### src/hdl/lpps_pkg.sv
// Package: shared types, constants and the sensor position table of the line steering block.
package lpps_pkg;

  localparam int unsigned SENSOR_COUNT = 8;
  localparam int unsigned SAMPLE_BITS  = 12;
  localparam int unsigned CAL_BITS     = 48;
  localparam int unsigned GAIN_BITS    = 16;
  localparam int unsigned IDX_BITS     = 3;

  localparam logic [10:0] NORM_ONE    = 11'd1024;
  localparam logic [10:0] NOISE_FLOOR = 11'd51;
  localparam logic [10:0] PEAK_LEVEL  = 11'd512;
  localparam logic [16:0] DUTY_LIMIT  = 17'd120;

  localparam logic [CAL_BITS-1:0]  GREEN_RST = '0;
  localparam logic [CAL_BITS-1:0]  WHITE_RST = '0;
  localparam logic [GAIN_BITS-1:0] PROP_RST  = 16'd819;
  localparam logic [GAIN_BITS-1:0] DERIV_RST = 16'd410;
  localparam logic signed [7:0]    BASE_RST  = 8'sd100;

  // shared divider geometry: quotient must fit in DIV_Q_W bits
  localparam int unsigned DIV_DVD_W = 28;
  localparam int unsigned DIV_DVS_W = 12;
  localparam int unsigned DIV_Q_W   = 16;

  typedef enum logic [IDX_BITS-1:0] {
    CFG_GREEN_LO = 3'd0,
    CFG_GREEN_HI = 3'd1,
    CFG_WHITE_LO = 3'd2,
    CFG_WHITE_HI = 3'd3,
    CFG_PROP     = 3'd4,
    CFG_DERIV    = 3'd5,
    CFG_BASE     = 3'd6
  } cfg_idx_e;

  typedef enum logic [3:0] {
    ST_IDLE,
    ST_NORM,
    ST_NWAIT,
    ST_PEAK,
    ST_MAC,
    ST_CDIV,
    ST_CWAIT,
    ST_PROP,
    ST_DERIV,
    ST_DUTY
  } state_e;

  typedef struct packed {
    logic                 start;
    logic [DIV_DVD_W-1:0] dividend;
    logic [DIV_DVS_W-1:0] divisor;
  } div_req_t;

  typedef struct packed {
    logic               busy;
    logic               done;
    logic [DIV_Q_W-1:0] quotient;
  } div_rsp_t;

  // sensor centres in mm, Q8.8, sensor 0 leftmost
  function automatic logic signed [15:0] sensor_pos(input logic [IDX_BITS-1:0] idx);
    logic signed [15:0] p;
    case (idx)
      3'd0:    p = -16'sd29184;
      3'd1:    p = -16'sd20736;
      3'd2:    p = -16'sd13056;
      3'd3:    p = -16'sd4608;
      3'd4:    p = 16'sd4608;
      3'd5:    p = 16'sd13056;
      3'd6:    p = 16'sd20864;
      default: p = 16'sd29184;
    endcase
    return p;
  endfunction

endpackage

### src/hdl/lpps_if.sv
// Interfaces: sample input channel and steering result channel.
interface lpps_in_if;
  logic        valid;
  logic        ready;
  logic [11:0] sample_0;
  logic [11:0] sample_1;
  logic [11:0] sample_2;
  logic [11:0] sample_3;
  logic [11:0] sample_4;
  logic [11:0] sample_5;
  logic [11:0] sample_6;
  logic [11:0] sample_7;
  modport source (output valid, sample_0, sample_1, sample_2, sample_3, sample_4, sample_5,
                  sample_6, sample_7, input ready);
  modport sink (input valid, sample_0, sample_1, sample_2, sample_3, sample_4, sample_5,
                sample_6, sample_7, output ready);
endinterface

interface lpps_out_if;
  logic              valid;
  logic              ready;
  logic signed [7:0] duty_left;
  logic signed [7:0] duty_right;
  logic signed [15:0] line_position;
  logic [3:0]        peak_count;
  logic              left_exit;
  logic              right_exit;
  modport source (output valid, duty_left, duty_right, line_position, peak_count, left_exit,
                  right_exit, input ready);
  modport sink (input valid, duty_left, duty_right, line_position, peak_count, left_exit,
                right_exit, output ready);
endinterface

### src/hdl/lpps_div.sv
// Shared restoring divider: one quotient bit per cycle while a division is under way.
module lpps_div (
  input  logic                clk_i,
  input  logic                rst_ni,
  input  lpps_pkg::div_req_t  req_i,
  output lpps_pkg::div_rsp_t  rsp_o
);

  logic                               busy_q;
  logic                               done_q;
  logic [3:0]                         cnt_q;
  logic [lpps_pkg::DIV_DVS_W-1:0]     rem_q;
  logic [lpps_pkg::DIV_Q_W-1:0]       dq_q;
  logic [lpps_pkg::DIV_DVS_W-1:0]     dvs_q;
  logic [lpps_pkg::DIV_DVS_W:0]       trial;
  logic [lpps_pkg::DIV_DVS_W:0]       diff;
  logic                               ge;

  assign trial = {rem_q, dq_q[lpps_pkg::DIV_Q_W-1]};
  assign ge    = trial >= {1'b0, dvs_q};
  assign diff  = trial - {1'b0, dvs_q};

  always_ff @(posedge clk_i or negedge rst_ni) begin
    if (!rst_ni) begin
      busy_q <= 1'b0;
      done_q <= 1'b0;
      cnt_q  <= '0;
    end else if (req_i.start) begin
      busy_q <= 1'b1;
      done_q <= 1'b0;
      cnt_q  <= '0;
    end else if (busy_q) begin
      cnt_q <= cnt_q + 4'd1;
      if (cnt_q == 4'd15) begin
        busy_q <= 1'b0;
        done_q <= 1'b1;
      end
    end else begin
      done_q <= 1'b0;
    end
  end

  always_ff @(posedge clk_i) begin
    if (req_i.start) begin
      // upper bits are below the divisor by contract
      rem_q <= req_i.dividend[lpps_pkg::DIV_DVD_W-1:lpps_pkg::DIV_Q_W];
      dq_q  <= req_i.dividend[lpps_pkg::DIV_Q_W-1:0];
      dvs_q <= req_i.divisor;
    end else if (busy_q) begin
      rem_q <= ge ? diff[lpps_pkg::DIV_DVS_W-1:0] : trial[lpps_pkg::DIV_DVS_W-1:0];
      dq_q  <= {dq_q[lpps_pkg::DIV_Q_W-2:0], ge};
    end
  end

  assign rsp_o.busy     = busy_q;
  assign rsp_o.done     = done_q;
  assign rsp_o.quotient = dq_q;

  a_start_idle : assert property (@(posedge clk_i) disable iff (!rst_ni)
    req_i.start |-> !busy_q) else $error("divider started while busy");
  a_start_busy : assert property (@(posedge clk_i) disable iff (!rst_ni)
    req_i.start |=> busy_q) else $error("divider did not start");
  a_done_after : assert property (@(posedge clk_i) disable iff (!rst_ni)
    done_q |-> $past(busy_q) && !busy_q) else $error("done without a finished division");

endmodule

### src/hdl/line_position_pd_steering.sv
// Top level: line position finder with PD steering of a differential drive.
// Each item carries eight 12-bit reflectance samples and yields one result: two wheel duties,
// the chosen line position in mm (Q8.8), the peak count and the outer-sensor exit flags.
// Work runs one item at a time through a sequencer around a single shared 16-step divider.
// The idle state takes the item. Each sensor is normalised, with a division where the ratio
// is neither zero nor saturated, and then checked for a peak. Each peak takes the neighbour
// sums, the divider start and the wait for the quotient. Steering and the hand-over to the
// output register follow; the hand-over waits until the output register is free or emptied.
// The input is not ready while an item is at work; a finished result sits in the output
// register while the next item is taken. Configuration writes go through a plain write port
// and must be made only while the block is idle.
module line_position_pd_steering (
  input  logic                              clk_i,
  input  logic                              rst_ni,
  input  logic                              cfg_we_i,
  input  logic [lpps_pkg::IDX_BITS-1:0]     cfg_idx_i,
  input  logic [lpps_pkg::CAL_BITS-1:0]     cfg_wdata_i,
  lpps_in_if.sink                           in_i,
  lpps_out_if.source                        out_o
);

  localparam logic [lpps_pkg::IDX_BITS-1:0] LAST = 3'(lpps_pkg::SENSOR_COUNT - 1);

  // configuration registers
  logic [lpps_pkg::CAL_BITS-1:0]  green_lo_q, green_hi_q, white_lo_q, white_hi_q;
  logic [lpps_pkg::GAIN_BITS-1:0] prop_q, deriv_q;
  logic signed [7:0]              base_q;

  // working state
  lpps_pkg::state_e               state_q, state_d;
  logic [11:0]                    s_q [lpps_pkg::SENSOR_COUNT];
  logic [10:0]                    n_q [lpps_pkg::SENSOR_COUNT];
  logic [lpps_pkg::IDX_BITS-1:0]  ptr_q, pk_q;
  logic signed [27:0]             accv_q;
  logic [11:0]                    accs_q;
  logic [3:0]                     peaks_q;
  logic                           have_q;
  logic [16:0]                    best_q;
  logic signed [15:0]             pos_q, last_pos_q;
  logic                           left_on_q, right_on_q;
  logic signed [36:0]             turn_q;

  // result register
  logic                           out_valid_q;
  logic signed [7:0]              duty_l_q, duty_r_q;
  logic signed [15:0]             line_pos_q;
  logic [3:0]                     peak_cnt_q;
  logic                           exit_l_q, exit_r_q;

  lpps_pkg::div_req_t             div_req;
  lpps_pkg::div_rsp_t             div_rsp;

  lpps_div u_div (
    .clk_i  (clk_i),
    .rst_ni (rst_ni),
    .req_i  (div_req),
    .rsp_o  (div_rsp)
  );

  // ---------------------------------------------------------------- configuration
  always_ff @(posedge clk_i or negedge rst_ni) begin
    if (!rst_ni) begin
      green_lo_q <= lpps_pkg::GREEN_RST;
      green_hi_q <= lpps_pkg::GREEN_RST;
      white_lo_q <= lpps_pkg::WHITE_RST;
      white_hi_q <= lpps_pkg::WHITE_RST;
      prop_q     <= lpps_pkg::PROP_RST;
      deriv_q    <= lpps_pkg::DERIV_RST;
      base_q     <= lpps_pkg::BASE_RST;
    end else if (cfg_we_i) begin
      case (lpps_pkg::cfg_idx_e'(cfg_idx_i))
        lpps_pkg::CFG_GREEN_LO: green_lo_q <= cfg_wdata_i;
        lpps_pkg::CFG_GREEN_HI: green_hi_q <= cfg_wdata_i;
        lpps_pkg::CFG_WHITE_LO: white_lo_q <= cfg_wdata_i;
        lpps_pkg::CFG_WHITE_HI: white_hi_q <= cfg_wdata_i;
        lpps_pkg::CFG_PROP:     prop_q     <= cfg_wdata_i[lpps_pkg::GAIN_BITS-1:0];
        lpps_pkg::CFG_DERIV:    deriv_q    <= cfg_wdata_i[lpps_pkg::GAIN_BITS-1:0];
        lpps_pkg::CFG_BASE:     base_q     <= cfg_wdata_i[7:0];
        default: ;  // drop writes beyond the register list
      endcase
    end
  end

  // ---------------------------------------------------------------- normalisation terms
  logic [lpps_pkg::CAL_BITS-1:0] g_word, w_word;
  logic [11:0]        g_cur, w_cur, s_cur;
  logic signed [12:0] num, span;
  logic [11:0]        num_abs, span_abs;
  logic               norm_zero, norm_sat;

  assign g_word = ptr_q[2] ? green_hi_q : green_lo_q;
  assign w_word = ptr_q[2] ? white_hi_q : white_lo_q;
  assign g_cur  = g_word[ptr_q[1:0]*lpps_pkg::SAMPLE_BITS +: lpps_pkg::SAMPLE_BITS];
  assign w_cur  = w_word[ptr_q[1:0]*lpps_pkg::SAMPLE_BITS +: lpps_pkg::SAMPLE_BITS];
  assign s_cur  = s_q[ptr_q];
  assign num    = $signed({1'b0, s_cur}) - $signed({1'b0, g_cur});
  assign span   = $signed({1'b0, w_cur}) - $signed({1'b0, g_cur});
  assign num_abs  = num[12]  ? 12'(-num)  : num[11:0];
  assign span_abs = span[12] ? 12'(-span) : span[11:0];
  // opposite signs or a zero term give zero; a ratio of one or more saturates
  assign norm_zero = (span == '0) || (num == '0) || (num[12] != span[12]);
  assign norm_sat  = num_abs >= span_abs;

  // ---------------------------------------------------------------- peak terms
  logic [10:0]                   n_cur;
  logic [lpps_pkg::IDX_BITS-1:0] win_lo, win_hi;
  logic signed [27:0]            prod;
  logic [27:0]                   accv_abs;
  logic signed [15:0]            cent;
  logic signed [16:0]            dist_s;
  logic [16:0]                   pk_dist;

  assign n_cur    = n_q[ptr_q];
  assign win_lo   = (pk_q == '0) ? '0 : pk_q - 3'd1;
  assign win_hi   = (pk_q == LAST) ? LAST : pk_q + 3'd1;
  assign prod     = $signed({17'b0, n_cur}) * 28'(lpps_pkg::sensor_pos(ptr_q));
  assign accv_abs = accv_q[27] ? 28'(-accv_q) : accv_q;
  // quotient stays below 2^15: the centroid lies between sensor positions
  assign cent     = accv_q[27] ? -$signed(div_rsp.quotient) : $signed(div_rsp.quotient);
  assign dist_s   = 17'(cent) - 17'(last_pos_q);
  assign pk_dist  = dist_s[16] ? 17'(-dist_s) : dist_s;

  // ---------------------------------------------------------------- steering terms
  logic signed [16:0] pos_diff;
  logic signed [36:0] p_term, d_term, base_q20, sum_l, sum_r;
  logic signed [7:0]  duty_l, duty_r;
  logic               on_l, on_r;
  logic [12:0]        thr_l, thr_r;

  assign pos_diff = 17'(pos_q) - 17'(last_pos_q);
  assign p_term   = $signed({21'b0, prop_q}) * 37'(pos_q);
  assign d_term   = $signed({21'b0, deriv_q}) * 37'(pos_diff);
  assign base_q20 = 37'(base_q) <<< 20;
  // turn_q holds the PD sum; it is added on the left and taken off on the right
  assign sum_l    = base_q20 + turn_q;
  assign sum_r    = base_q20 - turn_q;

  function automatic logic signed [7:0] sat_duty(input logic signed [36:0] x);
    logic [36:0] mag;
    logic [16:0] ip;
    logic [7:0]  sat;
    mag = x[36] ? 37'(-x) : x;
    ip  = mag[36:20];
    sat = (ip > lpps_pkg::DUTY_LIMIT) ? lpps_pkg::DUTY_LIMIT[7:0] : ip[7:0];
    return x[36] ? $signed(-sat) : $signed(sat);
  endfunction

  assign duty_l = sat_duty(sum_l);
  assign duty_r = sat_duty(sum_r);
  assign thr_l  = 13'(white_lo_q[11:0]) + 13'(green_lo_q[11:0]);
  assign thr_r  = 13'(white_hi_q[47:36]) + 13'(green_hi_q[47:36]);
  assign on_l   = {s_q[0], 1'b0} >= thr_l;
  assign on_r   = {s_q[LAST], 1'b0} >= thr_r;

  // ---------------------------------------------------------------- sequencer
  always_comb begin
    state_d = state_q;
    case (state_q)
      lpps_pkg::ST_IDLE:  if (in_i.valid) state_d = lpps_pkg::ST_NORM;
      lpps_pkg::ST_NORM: begin
        if (!norm_zero && !norm_sat) state_d = lpps_pkg::ST_NWAIT;
        else if (ptr_q == LAST)     state_d = lpps_pkg::ST_PEAK;
      end
      lpps_pkg::ST_NWAIT: begin
        if (div_rsp.done) state_d = (ptr_q == LAST) ? lpps_pkg::ST_PEAK : lpps_pkg::ST_NORM;
      end
      lpps_pkg::ST_PEAK: begin
        if (n_cur > lpps_pkg::PEAK_LEVEL) state_d = lpps_pkg::ST_MAC;
        else if (ptr_q == LAST)          state_d = lpps_pkg::ST_PROP;
      end
      lpps_pkg::ST_MAC:   if (ptr_q == win_hi) state_d = lpps_pkg::ST_CDIV;
      lpps_pkg::ST_CDIV:  state_d = lpps_pkg::ST_CWAIT;
      lpps_pkg::ST_CWAIT: begin
        if (div_rsp.done) state_d = (pk_q == LAST) ? lpps_pkg::ST_PROP : lpps_pkg::ST_PEAK;
      end
      lpps_pkg::ST_PROP:  state_d = lpps_pkg::ST_DERIV;
      lpps_pkg::ST_DERIV: state_d = lpps_pkg::ST_DUTY;
      lpps_pkg::ST_DUTY:  if (!out_valid_q || out_o.ready) state_d = lpps_pkg::ST_IDLE;
      default:            state_d = lpps_pkg::ST_IDLE;
    endcase
  end

  always_comb begin
    in_i.ready       = 1'b0;
    div_req.start    = 1'b0;
    div_req.dividend = {6'b0, num_abs, 10'b0};
    div_req.divisor  = span_abs;
    case (state_q)
      lpps_pkg::ST_IDLE: in_i.ready = 1'b1;
      lpps_pkg::ST_NORM: div_req.start = !norm_zero && !norm_sat;
      lpps_pkg::ST_CDIV: begin
        div_req.start    = 1'b1;
        div_req.dividend = accv_abs;
        div_req.divisor  = accs_q;
      end
      default: ;
    endcase
  end

  always_ff @(posedge clk_i or negedge rst_ni) begin
    if (!rst_ni) state_q <= lpps_pkg::ST_IDLE;
    else         state_q <= state_d;
  end

  // control registers of the sequencer
  always_ff @(posedge clk_i or negedge rst_ni) begin
    if (!rst_ni) begin
      ptr_q       <= '0;
      pk_q        <= '0;
      peaks_q     <= '0;
      have_q      <= 1'b0;
      last_pos_q  <= '0;
      left_on_q   <= 1'b0;
      right_on_q  <= 1'b0;
      out_valid_q <= 1'b0;
    end else begin
      // load a new result when the register is free or being emptied
      if (state_q == lpps_pkg::ST_DUTY && (!out_valid_q || out_o.ready)) begin
        out_valid_q <= 1'b1;
      end else if (out_o.ready) begin
        out_valid_q <= 1'b0;
      end
      case (state_q)
        lpps_pkg::ST_IDLE: begin
          ptr_q   <= '0;
          peaks_q <= '0;
          have_q  <= 1'b0;
        end
        lpps_pkg::ST_NORM:  if (norm_zero || norm_sat) ptr_q <= ptr_q + 3'd1;
        lpps_pkg::ST_NWAIT: if (div_rsp.done) ptr_q <= ptr_q + 3'd1;
        lpps_pkg::ST_PEAK: begin
          if (n_cur > lpps_pkg::PEAK_LEVEL) begin
            pk_q  <= ptr_q;
            ptr_q <= (ptr_q == '0) ? '0 : ptr_q - 3'd1;
          end else begin
            ptr_q <= ptr_q + 3'd1;
          end
        end
        lpps_pkg::ST_MAC: if (ptr_q != win_hi) ptr_q <= ptr_q + 3'd1;
        lpps_pkg::ST_CWAIT: begin
          if (div_rsp.done) begin
            ptr_q   <= pk_q + 3'd1;
            peaks_q <= peaks_q + 4'd1;
            have_q  <= 1'b1;
          end
        end
        lpps_pkg::ST_DUTY: begin
          if (!out_valid_q || out_o.ready) begin
            last_pos_q  <= pos_q;
            left_on_q   <= on_l;
            right_on_q  <= on_r;
          end
        end
        default: ;
      endcase
    end
  end

  // datapath registers
  always_ff @(posedge clk_i) begin
    case (state_q)
      lpps_pkg::ST_IDLE: begin
        pos_q <= last_pos_q;
        if (in_i.valid) begin
          s_q[0] <= in_i.sample_0;
          s_q[1] <= in_i.sample_1;
          s_q[2] <= in_i.sample_2;
          s_q[3] <= in_i.sample_3;
          s_q[4] <= in_i.sample_4;
          s_q[5] <= in_i.sample_5;
          s_q[6] <= in_i.sample_6;
          s_q[7] <= in_i.sample_7;
        end
      end
      lpps_pkg::ST_NORM: begin
        if (norm_zero)     n_q[ptr_q] <= '0;
        else if (norm_sat) n_q[ptr_q] <= lpps_pkg::NORM_ONE;
      end
      lpps_pkg::ST_NWAIT: begin
        if (div_rsp.done) begin
          n_q[ptr_q] <= (div_rsp.quotient[10:0] <= lpps_pkg::NOISE_FLOOR) ? '0
                                                                       : div_rsp.quotient[10:0];
        end
      end
      lpps_pkg::ST_PEAK: begin
        accv_q <= '0;
        accs_q <= '0;
      end
      lpps_pkg::ST_MAC: begin
        accv_q <= accv_q + prod;
        accs_q <= accs_q + 12'(n_cur);
      end
      lpps_pkg::ST_CWAIT: begin
        // keep the leftmost of equally near peaks
        if (div_rsp.done && (!have_q || pk_dist < best_q)) begin
          best_q <= pk_dist;
          pos_q  <= cent;
        end
      end
      lpps_pkg::ST_PROP:  turn_q <= p_term;
      lpps_pkg::ST_DERIV: turn_q <= turn_q + d_term;
      lpps_pkg::ST_DUTY: begin
        if (!out_valid_q || out_o.ready) begin
          duty_l_q   <= duty_l;
          duty_r_q   <= duty_r;
          line_pos_q <= pos_q;
          peak_cnt_q <= peaks_q;
          exit_l_q   <= left_on_q && !on_l;
          exit_r_q   <= right_on_q && !on_r;
        end
      end
      default: ;
    endcase
  end

  assign out_o.valid         = out_valid_q;
  assign out_o.duty_left     = duty_l_q;
  assign out_o.duty_right    = duty_r_q;
  assign out_o.line_position = line_pos_q;
  assign out_o.peak_count    = peak_cnt_q;
  assign out_o.left_exit     = exit_l_q;
  assign out_o.right_exit    = exit_r_q;

  a_duty_range : assert property (@(posedge clk_i) disable iff (!rst_ni)
    out_valid_q |-> (duty_l_q <= 8'sd120 && duty_l_q >= -8'sd120 &&
                     duty_r_q <= 8'sd120 && duty_r_q >= -8'sd120))
    else $error("duty outside limit");
  a_peak_count : assert property (@(posedge clk_i) disable iff (!rst_ni)
    out_valid_q |-> peak_cnt_q <= 4'd8) else $error("peak count too large");
  a_centroid_div : assert property (@(posedge clk_i) disable iff (!rst_ni)
    state_q == lpps_pkg::ST_CDIV |-> accs_q > 12'(lpps_pkg::PEAK_LEVEL))
    else $error("centroid weight too small");
  a_div_quiet : assert property (@(posedge clk_i) disable iff (!rst_ni)
    (state_q == lpps_pkg::ST_IDLE) |-> !div_rsp.busy) else $error("divider busy while idle");

endmodule
### src/flat_wrapper.sv
// flat-port wrapper written by rule: the top's interface ports become plain ports
module line_position_pd_steering_flat 
  (clk_i, rst_ni, cfg_we_i, cfg_idx_i, cfg_wdata_i, in_i_valid, in_i_sample_0, in_i_sample_1, in_i_sample_2, in_i_sample_3, in_i_sample_4, in_i_sample_5, in_i_sample_6, in_i_sample_7, in_i_ready, out_o_valid, out_o_duty_left, out_o_duty_right, out_o_line_position, out_o_peak_count, out_o_left_exit, out_o_right_exit, out_o_ready);
  lpps_in_if in_i_i ();
  lpps_out_if out_o_i ();
  input  logic clk_i;
  input  logic rst_ni;
  input  logic cfg_we_i;
  input  logic [lpps_pkg::IDX_BITS-1:0] cfg_idx_i;
  input  logic [lpps_pkg::CAL_BITS-1:0] cfg_wdata_i;
  input wire logic [$bits(in_i_i.valid)-1:0] in_i_valid;
  input wire logic [$bits(in_i_i.sample_0)-1:0] in_i_sample_0;
  input wire logic [$bits(in_i_i.sample_1)-1:0] in_i_sample_1;
  input wire logic [$bits(in_i_i.sample_2)-1:0] in_i_sample_2;
  input wire logic [$bits(in_i_i.sample_3)-1:0] in_i_sample_3;
  input wire logic [$bits(in_i_i.sample_4)-1:0] in_i_sample_4;
  input wire logic [$bits(in_i_i.sample_5)-1:0] in_i_sample_5;
  input wire logic [$bits(in_i_i.sample_6)-1:0] in_i_sample_6;
  input wire logic [$bits(in_i_i.sample_7)-1:0] in_i_sample_7;
  output wire logic [$bits(in_i_i.ready)-1:0] in_i_ready;
  output wire logic [$bits(out_o_i.valid)-1:0] out_o_valid;
  output wire logic [$bits(out_o_i.duty_left)-1:0] out_o_duty_left;
  output wire logic [$bits(out_o_i.duty_right)-1:0] out_o_duty_right;
  output wire logic [$bits(out_o_i.line_position)-1:0] out_o_line_position;
  output wire logic [$bits(out_o_i.peak_count)-1:0] out_o_peak_count;
  output wire logic [$bits(out_o_i.left_exit)-1:0] out_o_left_exit;
  output wire logic [$bits(out_o_i.right_exit)-1:0] out_o_right_exit;
  input wire logic [$bits(out_o_i.ready)-1:0] out_o_ready;
  assign in_i_i.valid = in_i_valid;
  assign in_i_i.sample_0 = in_i_sample_0;
  assign in_i_i.sample_1 = in_i_sample_1;
  assign in_i_i.sample_2 = in_i_sample_2;
  assign in_i_i.sample_3 = in_i_sample_3;
  assign in_i_i.sample_4 = in_i_sample_4;
  assign in_i_i.sample_5 = in_i_sample_5;
  assign in_i_i.sample_6 = in_i_sample_6;
  assign in_i_i.sample_7 = in_i_sample_7;
  assign in_i_ready = in_i_i.ready;
  assign out_o_valid = out_o_i.valid;
  assign out_o_duty_left = out_o_i.duty_left;
  assign out_o_duty_right = out_o_i.duty_right;
  assign out_o_line_position = out_o_i.line_position;
  assign out_o_peak_count = out_o_i.peak_count;
  assign out_o_left_exit = out_o_i.left_exit;
  assign out_o_right_exit = out_o_i.right_exit;
  assign out_o_i.ready = out_o_ready;
  line_position_pd_steering u_core (.clk_i(clk_i), .rst_ni(rst_ni), .cfg_we_i(cfg_we_i), .cfg_idx_i(cfg_idx_i), .cfg_wdata_i(cfg_wdata_i), .in_i(in_i_i), .out_o(out_o_i));
endmodule
### config.mk
export PLATFORM = sky130hd
export DESIGN_NAME = line_position_pd_steering_flat
export DESIGN_NICKNAME = d
export VERILOG_FILES = /design/src/hdl/lpps_pkg.sv /design/src/hdl/lpps_if.sv /design/src/hdl/lpps_div.sv /design/src/hdl/line_position_pd_steering.sv /design/src/flat_wrapper.sv
export SDC_FILE = /design/constraint.sdc
export NUM_CORES = 2
export LEC_CHECK = 0
export ABC_AREA = 1
export BUFFER_PORTS_ARGS = -buffer_cell sky130_fd_sc_hd__clkbuf_2
export CAP_MARGIN = 20
export CORE_AREA = 3 3 367 296
export DETAILED_ROUTE_END_ITERATION = 7
export DIE_AREA = 0 0 370 299
export PLACE_DENSITY = 0.84
export SLEW_MARGIN = 40
export SYNTH_ARGS = -nofsm -noshare
export SYNTH_HDL_FRONTEND = slang
export SYNTH_HIERARCHICAL = 1
export SYNTH_SLANG_ARGS = --single-unit
### constraint.sdc
create_clock -name clk_i -period 9 [get_ports clk_i]
set_input_delay 0.45 -clock clk_i [delete_from_list [all_inputs] [get_ports clk_i]]
set_output_delay 0.45 -clock clk_i [all_outputs]
set_load 0.02 [all_outputs]
==> metrics.md <==
| Metric | Value |
|---|---|
| Clock Tree Buf Depth | 3 |
| Vias | 54100 |
| Fmax | 116 MHz |
| Max Fanout on Critical Path | 20 |
| Largest net degree at the start of global routing | 104 |
| Max Cap Viol | 0 |
| Core area | 105000 um2 |
| DRC | 0 |
| Die W | 370 um |
| Area growth from synthesis to layout | 9.50% |
| RD Place Congestion | 1.01 |
| Num rows | 106 |
| Ys Warns | 6 |
| Synth Instances | 7584 |
| Min-delay worst type | in -> reg |
| Worst slew pin tran | 0.940 ns |
| CTS buffer count | 71 |
| Final period util | 95.5% |
| ANT nets after route | 0 |
| Nets@finish | 9015 |
| # IOs | 192 |
| Hold Fails Final Rpt | 0 |
| Run status | finished, final reports clean |
| CTS sink count | 637 |
| Cell count after placement | 9015 |
| Final Setup Violations | 0 |
| First-pass GRT wire length | 303000 um |
| Final instance area | 67700 um2 |
| Vias in the first global route | 53800 |
| H-tree level count | 3 |
| Worst-path clk slew | 0.07 ns |
| Max incr delay on CP | 1.00 ns |
| Die height | 299 um |
| Crit. End Element | flip-flop |
| Slew Limit Fails | 0 |
| Drt first pass iters | 7 |
| Buf+Inv Stages, Crit Path | 4 |
| Total Routing Usage GR | 35.4% |
| Area after DPL | 64300 um2 |
| Via density | 5.84 |
| Layout cell share with drive strength beyond 1 | 7.67% |
| IO buf count | 191 |
| Total wire length | 193000 um |
| Most common cell on crit path | nand2_1 |
| Die area | 111000 um2 |
| DRT iter0 DRCs | 7120 |
| Worst path slowest cell | fa_1 |
| Largest delay share family, worst path | adder cells |
| Critical Path AT | 9.01 ns |
| Netlist area before placement | 61900 um2 |
| Post-route insts no fill | 9261 |
| CTS tree | yes |
| Initial antenna violation count | 23 |
| Wire per inst | 20.9 um |
| Setup Crit Path Kind | reg -> reg |
| Clock Tree Root | clkbuf_16 |
| Worst Skew | 0.0462 ns |
| DP Wirelength | 143000 um |
| Critical Path RT | 9.41 ns |
| RSZ-0062 raised after global routing | no |
| Tmin final | 8.60 ns |
| Avg Cell Area, Syn | 8.16 um2 |
| Crit path launch type | flip-flop |
| Initial core utilization | 59.0% |
| Worst slew margin | 36.7% |
| Worst-Skew Late Latency | 0.69 ns |
| Total grt overflow | 0 |
| Setup TNS | 0 ns |
[sequential cells by signal, summed over array words and instances, names as in the netlist, 8 cells and up]
| name | flops |
|---|---|
| u_core/accs_q | 12 |
| u_core/accv_q | 21 |
| u_core/base_q | 8 |
| u_core/best_q | 17 |
| u_core/deriv_q | 16 |
| u_core/green_hi_q | 48 |
| u_core/green_lo_q | 48 |
| u_core/last_pos_q | 16 |
| u_core/n_q | 88 |
| u_core/out_o.duty_left | 8 |
| u_core/out_o.duty_right | 8 |
| u_core/out_o.line_position | 16 |
| u_core/pos_q | 16 |
| u_core/prop_q | 16 |
| u_core/s_q | 96 |
| u_core/turn_q | 37 |
| u_core/u_div/dq_q | 16 |
| u_core/u_div/dvs_q | 12 |
| u_core/u_div/rem_q | 12 |
| u_core/white_hi_q | 48 |
| u_core/white_lo_q | 48 |
[area by class of cell]
cell class / instances / area, um2
Fill cell: 8389 / 37000
Multi-Input combinational cell: 5249 / 37700
Clock inverter: 38 / 399
Antenna cell: 17 / 42.5
Tap cell: 1404 / 1760
Sequential cell: 637 / 17800
Clock buffer: 94 / 1960
Inverter: 1448 / 5440
Timing Repair Buffer: 374 / 2660
[final timing paths]
| check | startpoint | end | slack (ns) | cells after the start |
|---|---|---|---|---|
| max | u_core/ptr_q[1]$_DFFE_PN0P_ | u_core/accv_q[27]$_SDFFCE_PN0P_ | 0.40 | 30 |
| min | cfg_wdata_i[43] | u_core/green_hi_q[43]$_DFFE_PN0P_ | 0.05 | 3 |
| max reg2reg | u_core/ptr_q[1]$_DFFE_PN0P_ | u_core/accv_q[27]$_SDFFCE_PN0P_ | 0.40 | 30 |
| min reg2reg | u_core/white_lo_q[41]$_DFFE_PN0P_ | u_core/white_lo_q[41]$_DFFE_PN0P_ | 0.48 | 2 |
| max in group asynchronous | rst_ni | u_core/prop_q[11]$_DFFE_PN0P_ | 7.48 | 3 |
| min in group asynchronous | rst_ni | u_core/green_lo_q[28]$_DFFE_PN0P_ | 0.35 | 2 |
[routing by layer]
layer,wire (um),up-vias,global-route usage (%)
met5,81,-,0
met3,27900,612,12.5
met1,76800,25700,49.1
met4,8930,12,14.7
li1,-,24400,-
met2,79800,3436,50.3
[placed cells by master, fill, tap and decap left out, drive strengths merged, types with 15 or more instances in the layout]
cell type    instances
nor3                49
dlygate4sd3         97
a22o                20
a21oi              296
a221oi              24
or2                 35
inv               1444
nor2               687
dfrtp              258
o221ai              15
o21a                16
nand3              238
clkinv              36
fa                 563
o21ai              587
a31oi               34
ha                 519
nand4               77
a22oi               16
xnor2               53
o22ai               28
clkbuf             285
nand2             1747
edfxtp             365
diode               17
o21bai              18
xor2               122
buf                 86
[through the flow]
stage | worst slack (ns) | utilization, % | hold slack (ns)
floorplan | 0.656 | - | 0.154
global placement | 0.460 | 61.3 | 0.461
detailed placement | 0.270 | 61.4 | 0.468
CTS | 0.209 | 64.6 | 0.0278
global route | 0.0315 | 64.6 | 0.0653
finish | 0.404 | 64.7 | 0.0538
[worst reg2reg max path: cells and delay by family, from the launching register on]
family | cells | cell delay, ns
fa+ha+maj | 6 | 3.38
compound gates | 6 | 1.51
simple gates | 13 | 1.54
buf+inv | 4 | 1.01
xor+xnor | 1 | 0.16
flops | 1 | 0.73
[what timing repair did]
item                       CTS  global route
setup buffers                0             0
hold endpoints to repair   174             0
hold buffers                97             0
resized for setup            0            14
setup endpoints to repair    0            42
Power is left out: the tool's default activity adds up to more than one toggle a clock period on the data nets, which glitch-free logic cannot reach.
